**config.mk**
```make
export PLATFORM = sky130hd
export DESIGN_NAME = line_sensor_calibrated_level_scan_flat
export DESIGN_NICKNAME = d
export VERILOG_FILES = /design/src/lscls_pkg.sv /design/src/lscls_if.sv /design/src/line_sensor_calibrated_level_scan.sv /design/src/lscls_div.sv /design/src/flat_wrapper.sv
export SDC_FILE = /design/constraint.sdc
export NUM_CORES = 1
export LEC_CHECK = 0
export BUFFER_PORTS_ARGS = -buffer_cell sky130_fd_sc_hd__buf_2
export CORE_ASPECT_RATIO = 1.75
export CORE_MARGIN = 2
export CORE_UTILIZATION = 34
export DETAILED_ROUTE_END_ITERATION = 6
export GPL_TIMING_DRIVEN = 0
export HOLD_SLACK_MARGIN = 0.12
export PLACE_DENSITY = 0.48
export REMOVE_ABC_BUFFERS = 1
export SLEW_MARGIN = 20
export SYNTH_ARGS = -nofsm -noshare
export SYNTH_HDL_FRONTEND = slang
export SYNTH_SLANG_ARGS = --single-unit
```
**constraint.sdc**
```tcl
create_clock -name clk -period 6.1 [get_ports clk]
set_clock_uncertainty 0.2 [all_clocks]
set_input_delay 0.305 -clock clk [delete_from_list [all_inputs] [get_ports clk]]
set_output_delay 0.305 -clock clk [all_outputs]
set_load 0.02 [all_outputs]
```
**src/lscls_pkg.sv**
```systemverilog
// shared constants, codes and types for the calibrated level scan
package lscls_pkg;

  // item field widths
  localparam int CMD_W    = 2;
  localparam int CHAN_W   = 4;
  localparam int SAMPLE_W = 10;
  localparam int LEVEL_W  = 4;
  localparam int CNT_W    = 4;

  // scan configuration
  localparam int MAX_SENSORS_DEF  = 9;
  localparam int SENSOR_COUNT_RST = 8;

  // scaling constants
  localparam int FULL_SCALE = 1023;
  localparam int LEVEL_STEP = 100;
  localparam int LEVEL_MAX  = 9;

  // divider operand widths: |sample - low| * 1023 and |high - low| * 100
  localparam int NUM_W = 20;
  localparam int DEN_W = 17;

  // command codes
  localparam logic [CMD_W-1:0] CMD_CONVERT  = 2'd0;
  localparam logic [CMD_W-1:0] CMD_CAL_LOW  = 2'd1;
  localparam logic [CMD_W-1:0] CMD_CAL_HIGH = 2'd2;

  typedef struct packed {
    logic             start;
    logic [NUM_W-1:0] dividend;
    logic [DEN_W-1:0] divisor;
  } div_req_t;

  typedef struct packed {
    logic             done;
    logic [NUM_W-1:0] quotient;
  } div_rsp_t;

endpackage

```
**src/lscls_if.sv**
```systemverilog
// valid/ready channel interfaces for command and result items
interface lscls_in_if;
  import lscls_pkg::*;

  logic                valid;
  logic                ready;
  logic [CMD_W-1:0]    command;
  logic [CHAN_W-1:0]   channel;
  logic [SAMPLE_W-1:0] sample;

  modport source (output valid, command, channel, sample, input ready);
  modport sink   (input valid, command, channel, sample, output ready);
endinterface

interface lscls_out_if;
  import lscls_pkg::*;

  logic               valid;
  logic               ready;
  logic [LEVEL_W-1:0] level;
  logic [CHAN_W-1:0]  sensor_index;
  logic               scan_done;
  logic               span_error;

  modport source (output valid, level, sensor_index, scan_done, span_error, input ready);
  modport sink   (input valid, level, sensor_index, scan_done, span_error, output ready);
endinterface

```
**src/line_sensor_calibrated_level_scan.sv**
```systemverilog
// top level: round-robin calibrated line sensor level scan
//
//   channel   dir   handshake        payload
//   req       in    valid / ready    command, channel, sample
//   rsp       out   valid / ready    level, sensor_index, scan_done, span_error
//   cfg       in    cfg_we           cfg_data (sensor count)
//
// a convert item passes from acceptance to a loaded result through two setup states,
// the bit-serial divider, its done strobe and the load; ready returns with the load,
// so no new item is accepted until the result of a convert is loaded
// calibration write items leave the block idle and give no result
// rst is synchronous: channel pointer back to 0, sensor count to 8, no result pending
// calibration tables are not cleared by reset; a result waiting on a stalled sink
// holds the block in its final state, while a pending result does not block the next item
module line_sensor_calibrated_level_scan #(
  parameter int MAX_SENSORS = lscls_pkg::MAX_SENSORS_DEF
) (
  input  logic                       clk,
  input  logic                       rst,
  lscls_in_if.sink                   req,
  lscls_out_if.source                rsp,
  input  logic                       cfg_we,
  input  logic [lscls_pkg::CNT_W-1:0] cfg_data
);
  import lscls_pkg::*;

  // table index width, at least one bit
  localparam int IDX_W = (MAX_SENSORS > 1) ? $clog2(MAX_SENSORS) : 1;

  typedef enum logic [2:0] {
    S_IDLE,
    S_LOAD,
    S_SCALE,
    S_DIV,
    S_FIN
  } state_t;

  state_t state;

  // configuration and scan position
  logic [CNT_W-1:0]  sensor_count;
  logic [CHAN_W-1:0] cur_chan;

  // calibration tables, undefined until written
  logic [SAMPLE_W-1:0] low_tbl  [MAX_SENSORS];
  logic [SAMPLE_W-1:0] high_tbl [MAX_SENSORS];

  // per-item working registers
  logic [SAMPLE_W-1:0] smp;
  logic [SAMPLE_W-1:0] lo;
  logic [SAMPLE_W-1:0] hi;
  logic [SAMPLE_W:0]   diff;      // sample - low, signed
  logic [SAMPLE_W:0]   den;       // high - low, signed
  logic                err;
  logic                force_zero;

  // output register
  logic               out_valid;
  logic [LEVEL_W-1:0] out_level;
  logic [CHAN_W-1:0]  out_index;
  logic               out_done;
  logic               out_err;

  div_req_t div_req;
  div_rsp_t div_rsp;

  logic                req_acc;
  logic                in_range;
  logic [SAMPLE_W-1:0] diff_mag;
  logic [SAMPLE_W-1:0] den_mag;
  logic [CHAN_W:0]     active;
  logic [CHAN_W-1:0]   chan_inc;
  logic                wrap;
  logic                out_free;
  logic [LEVEL_W-1:0]  level_next;

  assign req_acc  = req.valid & req.ready;
  assign in_range = ({1'b0, req.channel} < (CHAN_W+1)'(MAX_SENSORS));
  assign out_free = ~out_valid | rsp.ready;

  // magnitudes of the signed differences, sign handled separately
  always_comb begin
    diff_mag = diff[SAMPLE_W] ? SAMPLE_W'(-diff) : diff[SAMPLE_W-1:0];
    den_mag  = den[SAMPLE_W]  ? SAMPLE_W'(-den)  : den[SAMPLE_W-1:0];
  end

  // level = floor(|num| / (|den| * 100)) folds both truncating divisions into one
  always_comb begin
    div_req.start    = (state == S_SCALE);
    div_req.dividend = NUM_W'(diff_mag) * NUM_W'(FULL_SCALE);
    div_req.divisor  = DEN_W'(den_mag) * DEN_W'(LEVEL_STEP);
  end

  lscls_div u_div (
    .clk (clk),
    .rst (rst),
    .req (div_req),
    .rsp (div_rsp)
  );

  // sensor count clamped to 1..MAX_SENSORS
  always_comb begin
    priority if (sensor_count == '0) begin
      active = (CHAN_W+1)'(1);
    end else if ({1'b0, sensor_count} > (CHAN_W+1)'(MAX_SENSORS)) begin
      active = (CHAN_W+1)'(MAX_SENSORS);
    end else begin
      active = {1'b0, sensor_count};
    end
  end

  assign chan_inc = cur_chan + CHAN_W'(1);
  assign wrap     = ({1'b0, chan_inc} >= active);

  // clamp the quotient to the top level; sign mismatch or empty span reads as 0
  always_comb begin
    priority if (force_zero) begin
      level_next = '0;
    end else if (div_rsp.quotient > NUM_W'(LEVEL_MAX)) begin
      level_next = LEVEL_W'(LEVEL_MAX);
    end else begin
      level_next = div_rsp.quotient[LEVEL_W-1:0];
    end
  end

  // calibration tables: written by command items, read when a convert is taken
  always_ff @(posedge clk) begin
    if (req_acc && in_range && (req.command == CMD_CAL_LOW)) begin
      low_tbl[req.channel[IDX_W-1:0]] <= req.sample;
    end
    if (req_acc && in_range && (req.command == CMD_CAL_HIGH)) begin
      high_tbl[req.channel[IDX_W-1:0]] <= req.sample;
    end
    if (req_acc && (req.command == CMD_CONVERT)) begin
      lo <= low_tbl[cur_chan[IDX_W-1:0]];
      hi <= high_tbl[cur_chan[IDX_W-1:0]];
    end
  end

  // sequencer, scan position and output register
  always_ff @(posedge clk) begin
    if (rst) begin
      state        <= S_IDLE;
      sensor_count <= CNT_W'(SENSOR_COUNT_RST);
      cur_chan     <= '0;
      out_valid    <= 1'b0;
    end else begin
      if (cfg_we) begin
        sensor_count <= cfg_data;
      end
      if (out_valid && rsp.ready) begin
        out_valid <= 1'b0;
      end
      unique case (state)
        S_IDLE: begin
          // unknown command codes are taken and dropped
          if (req_acc && (req.command == CMD_CONVERT)) begin
            smp   <= req.sample;
            state <= S_LOAD;
          end
        end
        S_LOAD: begin
          diff  <= {1'b0, smp} - {1'b0, lo};
          den   <= {1'b0, hi} - {1'b0, lo};
          err   <= (lo == hi);
          state <= S_SCALE;
        end
        S_SCALE: begin
          // opposite signs give a non-positive scaled value, hence level 0
          force_zero <= (den == '0) | (diff[SAMPLE_W] ^ den[SAMPLE_W]);
          state      <= S_DIV;
        end
        S_DIV: begin
          if (div_rsp.done) begin
            state <= S_FIN;
          end
        end
        S_FIN: begin
          if (out_free) begin
            out_valid <= 1'b1;
            out_level <= level_next;
            out_index <= cur_chan;
            out_done  <= wrap;
            out_err   <= err;
            cur_chan  <= wrap ? '0 : chan_inc;
            state     <= S_IDLE;
          end
        end
        default: begin
          state <= S_IDLE;
        end
      endcase
    end
  end

  assign req.ready        = (state == S_IDLE);
  assign rsp.valid        = out_valid;
  assign rsp.level        = out_level;
  assign rsp.sensor_index = out_index;
  assign rsp.scan_done    = out_done;
  assign rsp.span_error   = out_err;

endmodule

```
**src/lscls_div.sv**
```systemverilog
// iterative restoring divider, one quotient bit per cycle
module lscls_div (
  input  logic               clk,
  input  logic               rst,
  input  lscls_pkg::div_req_t req,
  output lscls_pkg::div_rsp_t rsp
);
  import lscls_pkg::*;

  localparam int STEP_W = $clog2(NUM_W + 1);

  logic [DEN_W-1:0]  rem;
  logic [NUM_W-1:0]  quo;
  logic [DEN_W-1:0]  dvs;
  logic [STEP_W-1:0] cnt;
  logic              done;

  logic [DEN_W:0]    shifted;
  logic [DEN_W+1:0]  trial;
  logic              fits;
  logic [DEN_W-1:0]  rem_next;

  always_comb begin
    shifted  = {rem, quo[NUM_W-1]};
    trial    = {1'b0, shifted} - {2'b00, dvs};
    fits     = ~trial[DEN_W+1];
    rem_next = fits ? trial[DEN_W-1:0] : shifted[DEN_W-1:0];
  end

  always_ff @(posedge clk) begin
    if (rst) begin
      cnt  <= '0;
      done <= 1'b0;
    end else begin
      done <= 1'b0;
      if (req.start) begin
        rem <= '0;
        quo <= req.dividend;
        dvs <= req.divisor;
        cnt <= STEP_W'(NUM_W);
      end else if (cnt != '0) begin
        rem <= rem_next;
        quo <= {quo[NUM_W-2:0], fits};
        cnt <= cnt - STEP_W'(1);
        if (cnt == STEP_W'(1)) begin
          done <= 1'b1;
        end
      end
    end
  end

  assign rsp.done     = done;
  assign rsp.quotient = quo;

endmodule

```
**src/flat_wrapper.sv**
```systemverilog
// flat-port wrapper written by rule: the top's interface ports become plain ports
module line_sensor_calibrated_level_scan_flat import lscls_pkg::*;
#(
  parameter int MAX_SENSORS = lscls_pkg::MAX_SENSORS_DEF
)
  (clk, rst, cfg_we, cfg_data, req_valid, req_command, req_channel, req_sample, req_ready, rsp_valid, rsp_level, rsp_sensor_index, rsp_scan_done, rsp_span_error, rsp_ready);
  lscls_in_if req_i ();
  lscls_out_if rsp_i ();
  input  logic clk;
  input  logic rst;
  input  logic cfg_we;
  input  logic [lscls_pkg::CNT_W-1:0] cfg_data;
  input wire logic [$bits(req_i.valid)-1:0] req_valid;
  input wire logic [$bits(req_i.command)-1:0] req_command;
  input wire logic [$bits(req_i.channel)-1:0] req_channel;
  input wire logic [$bits(req_i.sample)-1:0] req_sample;
  output wire logic [$bits(req_i.ready)-1:0] req_ready;
  output wire logic [$bits(rsp_i.valid)-1:0] rsp_valid;
  output wire logic [$bits(rsp_i.level)-1:0] rsp_level;
  output wire logic [$bits(rsp_i.sensor_index)-1:0] rsp_sensor_index;
  output wire logic [$bits(rsp_i.scan_done)-1:0] rsp_scan_done;
  output wire logic [$bits(rsp_i.span_error)-1:0] rsp_span_error;
  input wire logic [$bits(rsp_i.ready)-1:0] rsp_ready;
  assign req_i.valid = req_valid;
  assign req_i.command = req_command;
  assign req_i.channel = req_channel;
  assign req_i.sample = req_sample;
  assign req_ready = req_i.ready;
  assign rsp_valid = rsp_i.valid;
  assign rsp_level = rsp_i.level;
  assign rsp_sensor_index = rsp_i.sensor_index;
  assign rsp_scan_done = rsp_i.scan_done;
  assign rsp_span_error = rsp_i.span_error;
  assign rsp_i.ready = rsp_ready;
  line_sensor_calibrated_level_scan #(.MAX_SENSORS(MAX_SENSORS)) u_core (.clk(clk), .rst(rst), .req(req_i), .rsp(rsp_i), .cfg_we(cfg_we), .cfg_data(cfg_data));
endmodule
```
======== Word-level counts from Yosys, hierarchy flattened ========
Memory sizes are Yosys's and may differ from the RTL's. A register that Yosys moved wholly into a read port is not among the register bits.
Index checks and enable logic that the tools add are counted.
word-level totals
  flip-flop bits (word level) ............. 114
  bits in writable memories ............... 180
  input bits .............................. 25
  output and inout bits ................... 12
  word-level logic and storage cells ...... 99
  memories kept ........................... 2
operators by class
  $add $sub $neg .......................... 7
  multiply operators ...................... 2
  magnitude comparators ................... 4
  equal/unequal tests ..................... 11
  multiplexer cells ....................... 24
  bitwise operators ....................... 8
  reduce and logical (&&, ||, !) cells .... 21
memory list
  memory           words  width  rd ports  clocked after memory_dff  write ports  RTL line                                 text
  u_core.high_tbl  9      10     1         1                         1            line_sensor_calibrated_level_scan.sv:46  logic [SAMPLE_W-1:0] high_tbl [MAX_SENSORS];
  u_core.low_tbl   9      10     1         1                         1            line_sensor_calibrated_level_scan.sv:45  logic [SAMPLE_W-1:0] low_tbl [MAX_SENSORS];
operators by type and width
  cell                    number
  $mux 20                 2
  $mux 17                 2
  $sub 10x10->11          2
  $gt 20x4->1 const B     1
  $mul 10x10->20 const B  1
  $mux 10                 2
  $neg 10->10             2
  $sub 18x17->19          1
  $mul 10x5->15 const B   1
  $mux 5                  3
  $pmux 3 s5              1
  $mux 4                  3
  $logic_not 11->1        1
  $eq 10x10->1            1
  $mux 3                  3
  $reduce_and 3->1        3
  $mux 1                  8
  $reduce_and 2->1        4
  $eq 3x2->1 const B      2
  $eq 5x1->1 const B      1
  $ge 4x5->1              1
  $logic_and 1x1->1       5
  $reduce_bool 5->1       1
  $sub 5x1->5 const B     1
  19 further kinds        25

======== Longest topological paths before layout ========
Gate-level depths: netlist of run 1.
  word-level depth ........................ 6
  depth in mapped cells ................... 24

======== By module ========
From an unflattened synthesis of run 1, not the netlist that was laid out.
unflattened totals
  cells, all modules ...................... 1329
  area total of the unflattened synthesis .. 17546.8 sq um
modules (own cells, without submodules)
  module                             times used  cells an instance  area an instance (sq um)
  line_sensor_calibrated_level_scan  1           1062               14295.0
  lscls_div                          1           267                3251.9

======== Worst setup path after synthesis of run 1 ========
No wires, ideal clock.
  kind .................................... reg2reg
  start ................................... reg u_core.diff[3]
  end ..................................... reg u_core.u_div.quo[14] (data pin)
  arrival time ............................ 5.910 ns
  path slack .............................. -0.277 ns
  stages on the path, launching flop included .. 21
  path buffers ............................ 1
  period minus slack after synthesis ...... 6.377 ns
  cells stage by stage .................... edfxtp_1 buf_6 or3_4 o21ai_1 xor2_1 inv_2 xnor2_1 ha_1 o21bai_1 fa_1 fa_1 fa_1 inv_1 fa_1 inv_1 ha_1 a2111oi_0 a211oi_1 o311ai_0 and3_1 o31ai_1
between the ends
  word-level cells in the longest chain between the ends .. 4
RTL lines
  element                 RTL line                                  text
  from (decl)             line_sensor_calibrated_level_scan.sv:52   logic [SAMPLE_W:0] diff;
  from (signal assigned)  line_sensor_calibrated_level_scan.sv:163  diff <= {1'b0, smp} - {1'b0, lo};
  $neg 10->10             line_sensor_calibrated_level_scan.sv:83   diff_mag = diff[SAMPLE_W] ? SAMPLE_W'(-diff) : diff[SAMPLE_W-1:0];
  $mux 10 (*)             line_sensor_calibrated_level_scan.sv:83
  $mul 10x10->20 (*)      line_sensor_calibrated_level_scan.sv:90   div_req.dividend = NUM_W'(diff_mag) * NUM_W'(FULL_SCALE);
  $mux 20 (*)             lscls_div.sv:36                           if (req.start) begin
  to (signal assigned)    lscls_div.sv:38                           quo <= req.dividend;
  to (signal assigned)    lscls_div.sv:43                           quo <= {quo[NUM_W-2:0], fits};
  to (decl)               lscls_div.sv:13                           logic [NUM_W-1:0] quo;
Every way passes the cells marked *; elsewhere a longest branch is shown, timed or not.
A chain may end at the register's enable or synchronous reset.

======== Final worst setup path of run 1 ========
Ends and elaborated chain as after synthesis.

==> flow_summary.toml, run 1 <==
[run_status]
outcome = "complete, no violations"

[yosys]
synth-edff-count = 296
ys_types = 66
ys_ff_latch = 314
syn-mean-instance-area_sq_um = 12.8
synthArstFlopShare_pct = 0
yosysWarnings = 0
synth_top_area_cell = "edfxtp_1"
synthesis.area_sq_um = 17300
netlist.area_leader.share_pct = 51.2
synth_cells = 1353
synth_area_leaders = "edfxtp_1 (51%), ha_1 (10%), mux4_2 (5.2%)"
yosysSeqAreaShare_pct = 53.3
dominantRegCellSynth = "edfxtp_1"

[drt]
routed_wl_um = 38000
drc = 0
routedWlPerCell_um = 17.5
viasPerCell = 4.86
firstDrtPassIters = 4
drtAntennaViolNets = 0
dr_total_vias = 10600
drt-initial-drc-count = 567

[cts]
cts_buffers = 31
htreeDepth = 1
cts_tree = "yes"
cts-root-buf = "clkbuf_16"
cts_max_path_buffers = 3
clock-sinks = 314
path_clk_slew_ps = 70
insertion_delay_ps = 590

[power_and_ir_drop]
swShare_pct = 38.1
p_int_mw = 6.28
max-vdd-ir-drop_mv = 0.381
leakage_nw = 7.91
switchingPower_mw = 3.86
power_density_nw_per_um2 = 492
p_comb_share_pct = 53.4
clkPwrFrac_pct = 19.5
seqPwrFrac_pct = 27.1

[timing]
hold_viol_final = 0
worstMarginPinSlew_ps = 1050
finalSetupViolations = 0
slew_headroom_pct = 29.6
min_period_ps = 6040
fin_tns_setup_ps = 0
fmaxAchievable_mhz = 165
fin_crit_sh_pct = 99.1
rsz0062_at_grt = "yes"
slew_viol_final = 0

[grt]
grt_overflow_total = 0
met1_usage_pct = 14.8
track_usage_pct = 14.6
use_met3_pct = 1.63
grt_pass1_wl_um = 60200
grt-busiest-layer = "met2"
grt_max_degree = 49
grt_antenna_before_repair = 0
grt_pass1_vias = 11100
use_met2_pct = 29.9

[worst_setup_path]
critPathMaxFanout = 4
critPathRequiredTime_ps = 6200
critPathKind = "reg -> reg"
start_kind = "flip-flop"
rrSetupSlack_ps = 60
endpoint_kind = "flip-flop"
arrival_ps = 6140

[final_layout]
nNetsFinal = 1687
drive_gt1_share_pct = 17.9
syn_to_final_growth_pct = 19.0
final_area_sq_um = 20600
n_antenna_cell = 0
post-route-util_pct = 40.9

[die]
initial_core_util_pct = 34.4
ios = 37
fp-row-count = 109
die_w_um = 175
die_h_um = 303
die_area_sq_um = 52900
core_sq_um = 50500

[flow_run]
max-cap-violations = 0

[placement]
gp_congestion = 0.815
dpl_cell_area_sq_um = 18400
dp_hpwl_um = 27600
port-buffer-count = 36

[worst_hold_path]
hp-class = "in -> reg"
-- layout make-up --
cell class	count	area [sq um]
inverters	143	543
flip-flops and latches	314	9260
clock buffers	38	802
clock inverters	18	236
fillers	4819	29800
repair buffers	134	1090
well taps	666	833
multi-input cells	861	7870
-- cells in the final DEF (no fill, tap or decap), types with 14 or more instances in the layout --
cell type	n
a21o_1	25
a21oi_1	49
buf_2	40
buf_4	51
clkbuf_16	31
dfxtp_1	14
dlygate4sd3_1	33
edfxtp_1	296
fa_1	38
ha_1	131
inv_1	135
mux2i_1	32
mux4_2	40
nand2_1	89
nand2b_1	23
nor2_1	74
nor3_1	26
o21ai_0	59
xnor2_1	44
xor2_1	27
-- registers in the layout, indices dropped and copies added (netlist names), 3 cells and up --
| signal | flops |
|---|---|
| u_core.lo | 10 |
| u_core.u_div.quo | 20 |
| u_core.cur_chan | 4 |
| u_core.state | 3 |
| u_core.u_div.cnt | 5 |
| u_core.rsp.sensor_index | 4 |
| u_core.u_div.dvs | 15 |
| u_core.den | 11 |
| u_core.low_tbl | 90 |
| u_core.sensor_count | 4 |
| u_core.diff | 11 |
| u_core.u_div.rem | 17 |
| u_core.rsp.level | 4 |
| u_core.smp | 10 |
| u_core.high_tbl | 90 |
| u_core.hi | 10 |
-- stage by stage --
| step | power (mW) | hold WS [ps] | cells | setup slack [ps] |
|---|---|---|---|---|
| floorplan | 6.06 | 174 | 1318 | -293 |
| global placement | 6.96 | 212 | 2020 | -1430 |
| detailed placement | 6.98 | 214 | 2035 | -1440 |
| CTS | 9.77 | 221 | 2156 | 7.86 |
| global route | 11.0 | 239 | 2174 | -225 |
| finish | 10.1 | 207 | 2174 | 56.7 |
-- metal layers --
layer,vias to the layer above,wire length [um]
met3,66,1010
met4,0,1410
met1,5178,13600
met5,-,0
li1,5191,-
met2,124,22000
-- critical path, cell delays in order (launching register included) --
cell	delay, ps
edfxtp_1	410
or3_4	460
o41ai_4	410
xor2_4	200
buf_12	150
xor2_4	180
buf_12	140
xnor2_4	80
fa_1	530
inv_1	50
fa_1	470
inv_1	50
fa_1	510
inv_2	40
fa_1	490
inv_2	50
ha_4	240
a21oi_4	170
nand2_2	90
a21oi_4	190
a211oi_4	80
o311ai_2	310
and3_1	190
o31ai_1	60
-- cells in the mapped netlist (3+ instances only) --
| master | number |
|---|---|
| ha_1 | 139 |
| o211ai_1 | 6 |
| and2_1 | 5 |
| nor2_1 | 78 |
| and3_1 | 9 |
| o21a_1 | 6 |
| or2_2 | 3 |
| nand3b_1 | 3 |
| a211oi_1 | 8 |
| nand3_1 | 9 |
| nand4_1 | 8 |
| inv_1 | 141 |
| xnor2_2 | 3 |
| xnor2_1 | 51 |
| or4_1 | 6 |
| a21oi_1 | 53 |
| mux4_2 | 40 |
| nand2b_1 | 23 |
| a31oi_1 | 4 |
| fa_1 | 38 |
| o21ai_0 | 67 |
| nor3_1 | 29 |
| nor4_1 | 8 |
| nand2_1 | 94 |
| nor2b_1 | 13 |
| o31ai_1 | 8 |
| o21bai_1 | 8 |
| clkbuf_1 | 27 |
| dfxtp_1 | 18 |
| buf_1 | 7 |
| mux2i_1 | 32 |
| a21o_1 | 26 |
| o21ai_1 | 5 |
| xor2_1 | 31 |
| or3_1 | 3 |
| edfxtp_1 | 296 |
| a2111oi_0 | 4 |
| o31a_1 | 3 |
-- logic make-up (layout without fill, tap and decap cells) --
group / Yosys count / count (layout) / synth area share [%]
flops: 314 / 314 / 53.3
mux: 73 / 73 / 7.10
buf+inv: 178 / 333 / 3.89
xor+xnor: 88 / 88 / 4.83
fa+ha+maj: 178 / 178 / 14.5
simple gates: 300 / 300 / 8.26
compound gates: 222 / 222 / 8.14
-- what timing repair did --
item,4_1_cts,5_1_grt
pin swaps,22,31
hold buffers,33,0
endpoints found under the setup margin,12,10
gates resized for setup,55,29
endpoints found under the hold margin,247,0
setup buffers,32,18
-- path summary, 6_finish.rpt --
check / start / to / depth (start not counted)
setup / recovery: u_core.diff[3]$_DFFE_PP_ / u_core.u_div.quo[14]$_DFFE_PP_ / 23
hold reg to reg: u_core.err$_DFFE_PP_ / u_core.rsp.span_error$_DFFE_PP_ / 0
setup reg to reg: u_core.diff[3]$_DFFE_PP_ / u_core.u_div.quo[14]$_DFFE_PP_ / 23
hold / removal: req_command[0] / u_core.low_tbl[5][0]$_DFFE_PP_ / 5
-- power by group through the flow --
stage / logic, mW / clock network, mW / registers, mW
floorplan: 3.30 / 0 / 2.76
global placement: 4.15 / 0 / 2.81
detailed placement: 4.18 / 0 / 2.80
CTS: 4.95 / 2.06 / 2.76
global route: 6.13 / 2.12 / 2.77
finish: 5.42 / 1.98 / 2.75
No activity file was read; power rests on OpenSTA's default activity.
==> inputs of run 2 (changes only) <==
--- a/config.mk
+++ b/config.mk
@@ -5,7 +5,9 @@
 export SDC_FILE = /design/constraint.sdc
 export NUM_CORES = 1
 export LEC_CHECK = 0
+export ABC_AREA = 1
 export BUFFER_PORTS_ARGS = -buffer_cell sky130_fd_sc_hd__buf_2
+export CAP_MARGIN = 20
 export CORE_ASPECT_RATIO = 1.75
 export CORE_MARGIN = 2
 export CORE_UTILIZATION = 34
@@ -18,3 +20,4 @@
 export SYNTH_ARGS = -nofsm -noshare
 export SYNTH_HDL_FRONTEND = slang
 export SYNTH_SLANG_ARGS = --single-unit
+export TNS_END_PERCENT = 20
==> flow_summary.toml, run 2 <==
[cts]
cts-root-buf = "clkbuf_16"
cts_buffers = 31
htreeDepth = 1
insertion_delay_ps = 590
clock-sinks = 314
cts_tree = "yes"
path_clk_slew_ps = 60
cts_max_path_buffers = 3

[drt]
drc = 0
wl_met3_um = 890
drt-met1-wl_um = 14700
dr_total_vias = 11900
drt-initial-drc-count = 503
viasPerCell = 4.79
topRoutingLayerUsed = "met4"
firstDrtPassIters = 5
routed_wl_um = 40200
drtAntennaViolNets = 0
routedWlPerCell_um = 16.1
routed-wl-met2_um = 23400

[final_layout]
final_common_cell = "edfxtp_1"
final_cell_mix = "edfxtp_1 (296), nand2_1 (270), inv_1 (221), nor2_1 (151), ha_1 (138)"
n_antenna_cell = 0
drive_gt1_share_pct = 9.81
syn_to_final_growth_pct = 13.4
final_area_sq_um = 20300
nNetsFinal = 1992

[die]
initial_core_util_pct = 34.3
die_w_um = 178
die_h_um = 308
core_sq_um = 52200
fp-row-count = 111
ios = 37
die_area_sq_um = 54600

[worst_setup_path]
critPathMaxFanout = 5
worstRegToRegCells = 28
worstSetupPathDepth = 28
crit_top_cell = "nand2_1"
path_delay_family = "adder cells"
critPathRequiredTime_ps = 6240
arrival_ps = 5930
critPathKind = "reg -> reg"
crit_path_max_incr_delay_ps = 540
start_kind = "flip-flop"
endpoint_kind = "flip-flop"
rrSetupSlack_ps = 310
critPathSlowestCell = "fa_1"
path_buf_inv = 6

[run_status]
outcome = "complete, no violations"

[yosys]
ys_ff_latch = 314
netlist.area_leader.share_pct = 49.6
netlist_top_cells_count = "edfxtp_1 (296), nand2_1 (272), inv_1 (222)"
dominantRegCellSynth = "edfxtp_1"
synth_cells = 1725
synthArstFlopShare_pct = 0
yosysWarnings = 0
synth_top_area_cell = "edfxtp_1"
ys_types = 53
yosysMostFrequentCell = "edfxtp_1"
syn-mean-instance-area_sq_um = 10.4
yosysSeqAreaShare_pct = 51.6
synthesis.area_sq_um = 17900
synth-edff-count = 296
synth_area_leaders = "edfxtp_1 (50%), ha_1 (9.7%), nand2_1 (5.7%)"

[power_and_ir_drop]
switchingPower_mw = 4.77
seqPwrFrac_pct = 25.9
p_int_mw = 6.33
finalPower_mw = 11.1
leakage_nw = 8.23
swShare_pct = 43.0
power_density_nw_per_um2 = 546
clkPwrFrac_pct = 18.1
max-vdd-ir-drop_mv = 0.358
p_comb_share_pct = 56.1

[placement]
port-buffer-count = 36
gp_congestion = 0.840
dpl_cell_area_sq_um = 18900
dp_hpwl_um = 30400

[grt]
track_usage_pct = 15.0
grt_antenna_before_repair = 0
grt_pass1_vias = 12500
grt_max_degree = 71
grt_pass1_wl_um = 64200
grt_overflow_total = 0

[timing]
min_period_ps = 5790
fin_crit_sh_pct = 94.9
slew_viol_final = 0
hold_viol_final = 0
slew_headroom_pct = 26.5
fmaxAchievable_mhz = 173
worstMarginPinSlew_ps = 1100
finalSetupViolations = 0

[flow_run]
max-cap-violations = 0

[worst_hold_path]
hp-class = "in -> reg"
whs_path_depth = 3
run 2: timing repair:
| action | CTS | global route |
|---|---|---|
| endpoints found under the setup margin | 4 | 10 |
| buffers inserted | 0 | 6 |
| resized for setup | 2 | 6 |
| pin swaps | 0 | 1 |
| endpoints found under the hold margin | 222 | 0 |
| hold buffers | 26 | 0 |
run 2: tightest hold or removal path, cell delays in order:
cell and delay [ps]:
buf_2 110, nand3_1 140, nor2_2 160
run 2: through the flow:
| step | utilization, % | hold slack (ps) | std cells | setup slack (ps) | TNS (ps) |
|---|---|---|---|---|---|
| finish | 38.9 | 133 | 2492 | 312 | 0 |
| global route | 38.9 | 137 | 2492 | -2.03 | -2.03 |
| CTS | 38.8 | 144 | 2486 | 50.5 | 0 |
| detailed placement | 36.3 | 225 | 2403 | -96.0 | -176 |
| global placement | 35.9 | 224 | 2397 | -920 | -33780 |
| floorplan | - | 174 | 1683 | 593 | 0 |
run 2: cells by family (layout without fill, tap and decap cells):
group | after synthesis | in the layout | synth area share [%]
AND/OR/NAND/NOR | 609 | 609 | 14.7
flip-flops | 314 | 314 | 51.6
buffers and inverters | 275 | 364 | 5.94
AO/OA/AOI/OAI | 248 | 248 | 8.47
adder cells (fa/ha/maj) | 177 | 177 | 13.9
XOR/XNOR | 66 | 66 | 3.33
multiplexers | 36 | 36 | 2.01
run 2: layout make-up:
type / count / area (sq um)
inverters: 233 / 878
multi-input cells: 1136 / 7670
fillers: 5209 / 31900
repair buffers: 74 / 614
flip-flops and latches: 314 / 9260
clock inverters: 21 / 267
well taps: 678 / 848
clock buffers: 36 / 795
run 2: power groups by stage:
stage          Sequential (mW)  Combinational (mW)  Clock, mW
2_1_floorplan             2.89                4.77          0
3_3_place_gp              2.94                6.08          0
3_5_place_dp              2.92                6.16          0
4_1_cts                   2.88                6.23       2.06
5_1_grt                   2.90                7.25       2.13
6_report                  2.87                6.22       2.00
run 2: final timing paths:
| kind | startpoint | to |
|---|---|---|
| max reg2reg | u_core.diff[0]$_DFFE_PP_ | u_core.u_div.quo[19]$_DFFE_PP_ |
| min reg2reg | u_core.err$_DFFE_PP_ | u_core.rsp.span_error$_DFFE_PP_ |
| max | u_core.diff[0]$_DFFE_PP_ | u_core.u_div.quo[19]$_DFFE_PP_ |
| min | req_command[0] | u_core.low_tbl[4][0]$_DFFE_PP_ |
run 2: layer usage:
layer / global-route usage [%] / vias up
met5: 0 / -
li1: - / 6064
met2: 31.2 / 128
met1: 14.7 / 5687
met4: 5.26 / 0
met3: 1.54 / 58
